### src/rtl/bce_ram.sv
// Generic simple dual-port RAM with one write port and a registered read port.
module bce_ram #(
	parameter int unsigned Width = 16,
	parameter int unsigned Depth = 16
) (
	input  logic                                     clk,
	input  logic                                     we,
	input  logic [((Depth > 1) ? $clog2(Depth) : 1)-1:0] waddr,
	input  logic [Width-1:0]                         wdata,
	input  logic [((Depth > 1) ? $clog2(Depth) : 1)-1:0] raddr,
	output logic [Width-1:0]                         rdata
);

	logic [Width-1:0] mem [Depth];

	always_ff @(posedge clk) begin
		if (we) begin
			mem[waddr] <= wdata;
		end
		rdata <= mem[raddr];
	end

endmodule
### config.mk
export PLATFORM = sky130hd
export DESIGN_NAME = bce_ram
export DESIGN_NICKNAME = d
export VERILOG_FILES = /design/src/rtl/bce_ram.sv
export SDC_FILE = /design/constraint.sdc
export NUM_CORES = 1
export LEC_CHECK = 0
export BUFFER_PORTS_ARGS = -buffer_cell sky130_fd_sc_hd__buf_2
export CORE_MARGIN = 1.5
export CORE_UTILIZATION = 61
export DETAILED_ROUTE_END_ITERATION = 10
export MAX_ROUTING_LAYER = met4
export PLACE_DENSITY = 0.85
export SYNTH_ARGS = -nofsm -noshare
export SYNTH_HDL_FRONTEND = slang
export SYNTH_SLANG_ARGS = --single-unit
### constraint.sdc
create_clock -name clk -period 3 [get_ports clk]
set_input_delay 0.15 -clock clk [delete_from_list [all_inputs] [get_ports clk]]
set_output_delay 0.15 -clock clk [all_outputs]
set_load 0.05 [all_outputs]
==> flow_summary.toml <==
[status]
status = "complete, no violations"

[die]
core_um2 = 16000
die_h_um = 131
start_util_pct = 62.8
die_w_um = 131
ios = 42
die_area_um2 = 17200
rows = 46

[timing]
min_period_ns = 1.47
hold_viol = 0
grt_setup_unrepaired = "no"
tightestPinTransition_ns = 1.03
whs_ns = 0.0114
fmax_mhz = 681
setup_viol = 0
fin_worst_skew_ns = 0.0135
fin_setup_tns_ns = 0
finalMaxSlewViolations = 0
finalCritPeriodShare_pct = 49.0
slew_headroom_pct = 31.4

[power]
power_density_nw_per_um2 = 680
clockPowerShare_pct = 39.2
swShare_pct = 21.0
power_frac_comb_pct = 5.9
power.switching_mw = 1.64
p_leak_nw = 3.77
p_int_mw = 6.16
peakVddDrop_v = 0.000549
seqPwrFrac_pct = 54.8

[drt]
drtIter0Drc = 563
vias = 4775
drc = 0
first_pass_iters = 5
routed_wl_mm = 20.8
ant_nets = 0
via_per_inst = 6.47
routedWlPerCell_um = 28.3

[global_routing]
gr-usage-all-layers_pct = 25.7
grt_pass1_wl_mm = 31.0
grt_antenna_before_repair = 0
overflow = 0
grt_pass1_vias = 5045
grt_max_degree = 59

[clock_network]
cts_buffers = 26
cts.path.max_buffers = 3
cts_hold_buf = 0
h-tree-depth = 1
ctsResizeCount = 0
clockRootBuffer = "clkbuf_16"
clock_latency_ns = 0.51
postCtsSetupRepairBufs = 0
cts_num_sinks = 272
clk_pin_slew_ns = 0.06
cts_tree = "yes"

[logic_synthesis]
synth_nets = 458
ys_ff_latch = 272
yosysUniqueCellTypes = 19
yosysSeqAreaShare_pct = 79.7
syn_avg_cell_area_um2 = 23.2
syn_inst = 432
syn_area_um2 = 10000
synth_warnings = 0

[worst_setup_path]
end_kind = "register"
required_ns = 3.21
reg2reg_setup_slack_ns = 1.59
worstPathArrival_ns = 1.68
worstPathMaxFanout = 9
critPathKind = "input port to register"
worst_setup_path_start_kind = "input port"

[placement]
port_buffers = 41
dp_hpwl_mm = 11.5
place_congestion = 0.760

[finish]
fillers = 951
drive_above_1_share_pct = 33.1
most-common-layout-cells = "edfxtp_1, mux4_2, buf_2, a22oi_1, clkbuf_16"
fin_nets = 530
multi_input_area_um2 = 1960
final_common_cell = "edfxtp_1"
antenna_cells = 0
register_area_um2 = 8010
area_growth_pct = 14.1

[worst_hold_path]
min_path_type = "input port to register"

[run]
max-cap-violations = 0
## layout make-up
class                           count  share of cell area (%)
Clock inverter                     13                   0.841
Sequential cell                   272                    69.9
Tap cell                          216                    2.36
Multi-Input combinational cell    139                    17.1
Clock buffer                       33                    6.18
Timing Repair Buffer               65                    3.60
## logic make-up (layout without fill, tap and decap cells)
group / Yosys count / count (layout) / share of synthesized area, %
AOI/OAI and AO/OA: 32 / 32 / 2.39
buffers and inverters: 21 / 111 / 1.23
muxes: 64 / 64 / 14.7
and+or+nand+nor: 43 / 43 / 1.92
DFF: 272 / 272 / 79.7
## power by group through the flow
stage	Sequential [mW]	Combinational, mW	Clock, mW
floorplan	4.44	0.207	0
global placement	4.35	0.439	0
detailed placement	4.35	0.458	0
CTS	4.28	0.465	3.08
global route	4.28	0.489	3.24
finish	4.28	0.461	3.06
## registers in the layout, summed over array words and instances, names as in the netlist
name   flops
rdata     16
mem      256
## through the flow
stage / area (µm²) / power, mW / utilization [%] / setup WS (ns) / instances
2_1_floorplan: 10000 / 4.64 / - / 0.795 / 432
3_3_place_gp: 10700 / 4.78 / 66.6 / 1.07 / 692
3_5_place_dp: 10700 / 4.81 / 66.6 / 0.993 / 692
4_1_cts: 11500 / 7.82 / 71.6 / 1.53 / 738
5_1_grt: 11500 / 8.01 / 71.6 / 1.45 / 738
6_report: 11500 / 7.80 / 71.6 / 1.53 / 738
## critical path, cell delays in order
cell and delay, ns:
buf_2 0.12, or3b_2 0.54, nor3_2 0.55, buf_4 0.32
## layer usage
metal | up-vias | wire (µm) | track usage [%]
met1 | 2508 | 8190 | 34.8
met3 | 36 | 1720 | 4.98
met2 | 247 | 10500 | 41.0
li1 | 1984 | - | -
met5 | - | 0 | -
met4 | 0 | 453 | 7.59
## cells in the mapped netlist, drive strengths merged
master,instances,share of area [%]
edfxtp,256,77
mux4,64,15
a22oi,32,2.4
nand2,17,0.64
dfxtp,16,3.2
buf,13,0.93
nor2,13,0.49
clkbuf,8,0.30
nor3,4,0.20
nand2b,2,0.12
nand3b,2,0.15
nor2b,2,0.12
and2,1,0.062
nand3,1,0.050
or3b,1,0.087
## final timing paths
kind,from,to,cells past startpoint
max reg2reg,mem[0][3]$_DFFE_PP_,rdata[3]$_DFF_P_,3
max,waddr[2],mem[0][8]$_DFFE_PP_,4
min,wdata[7],mem[0][7]$_DFFE_PP_,1
min reg2reg,mem[15][7]$_DFFE_PP_,rdata[7]$_DFF_P_,3
(Power assumes the default switching activity.)
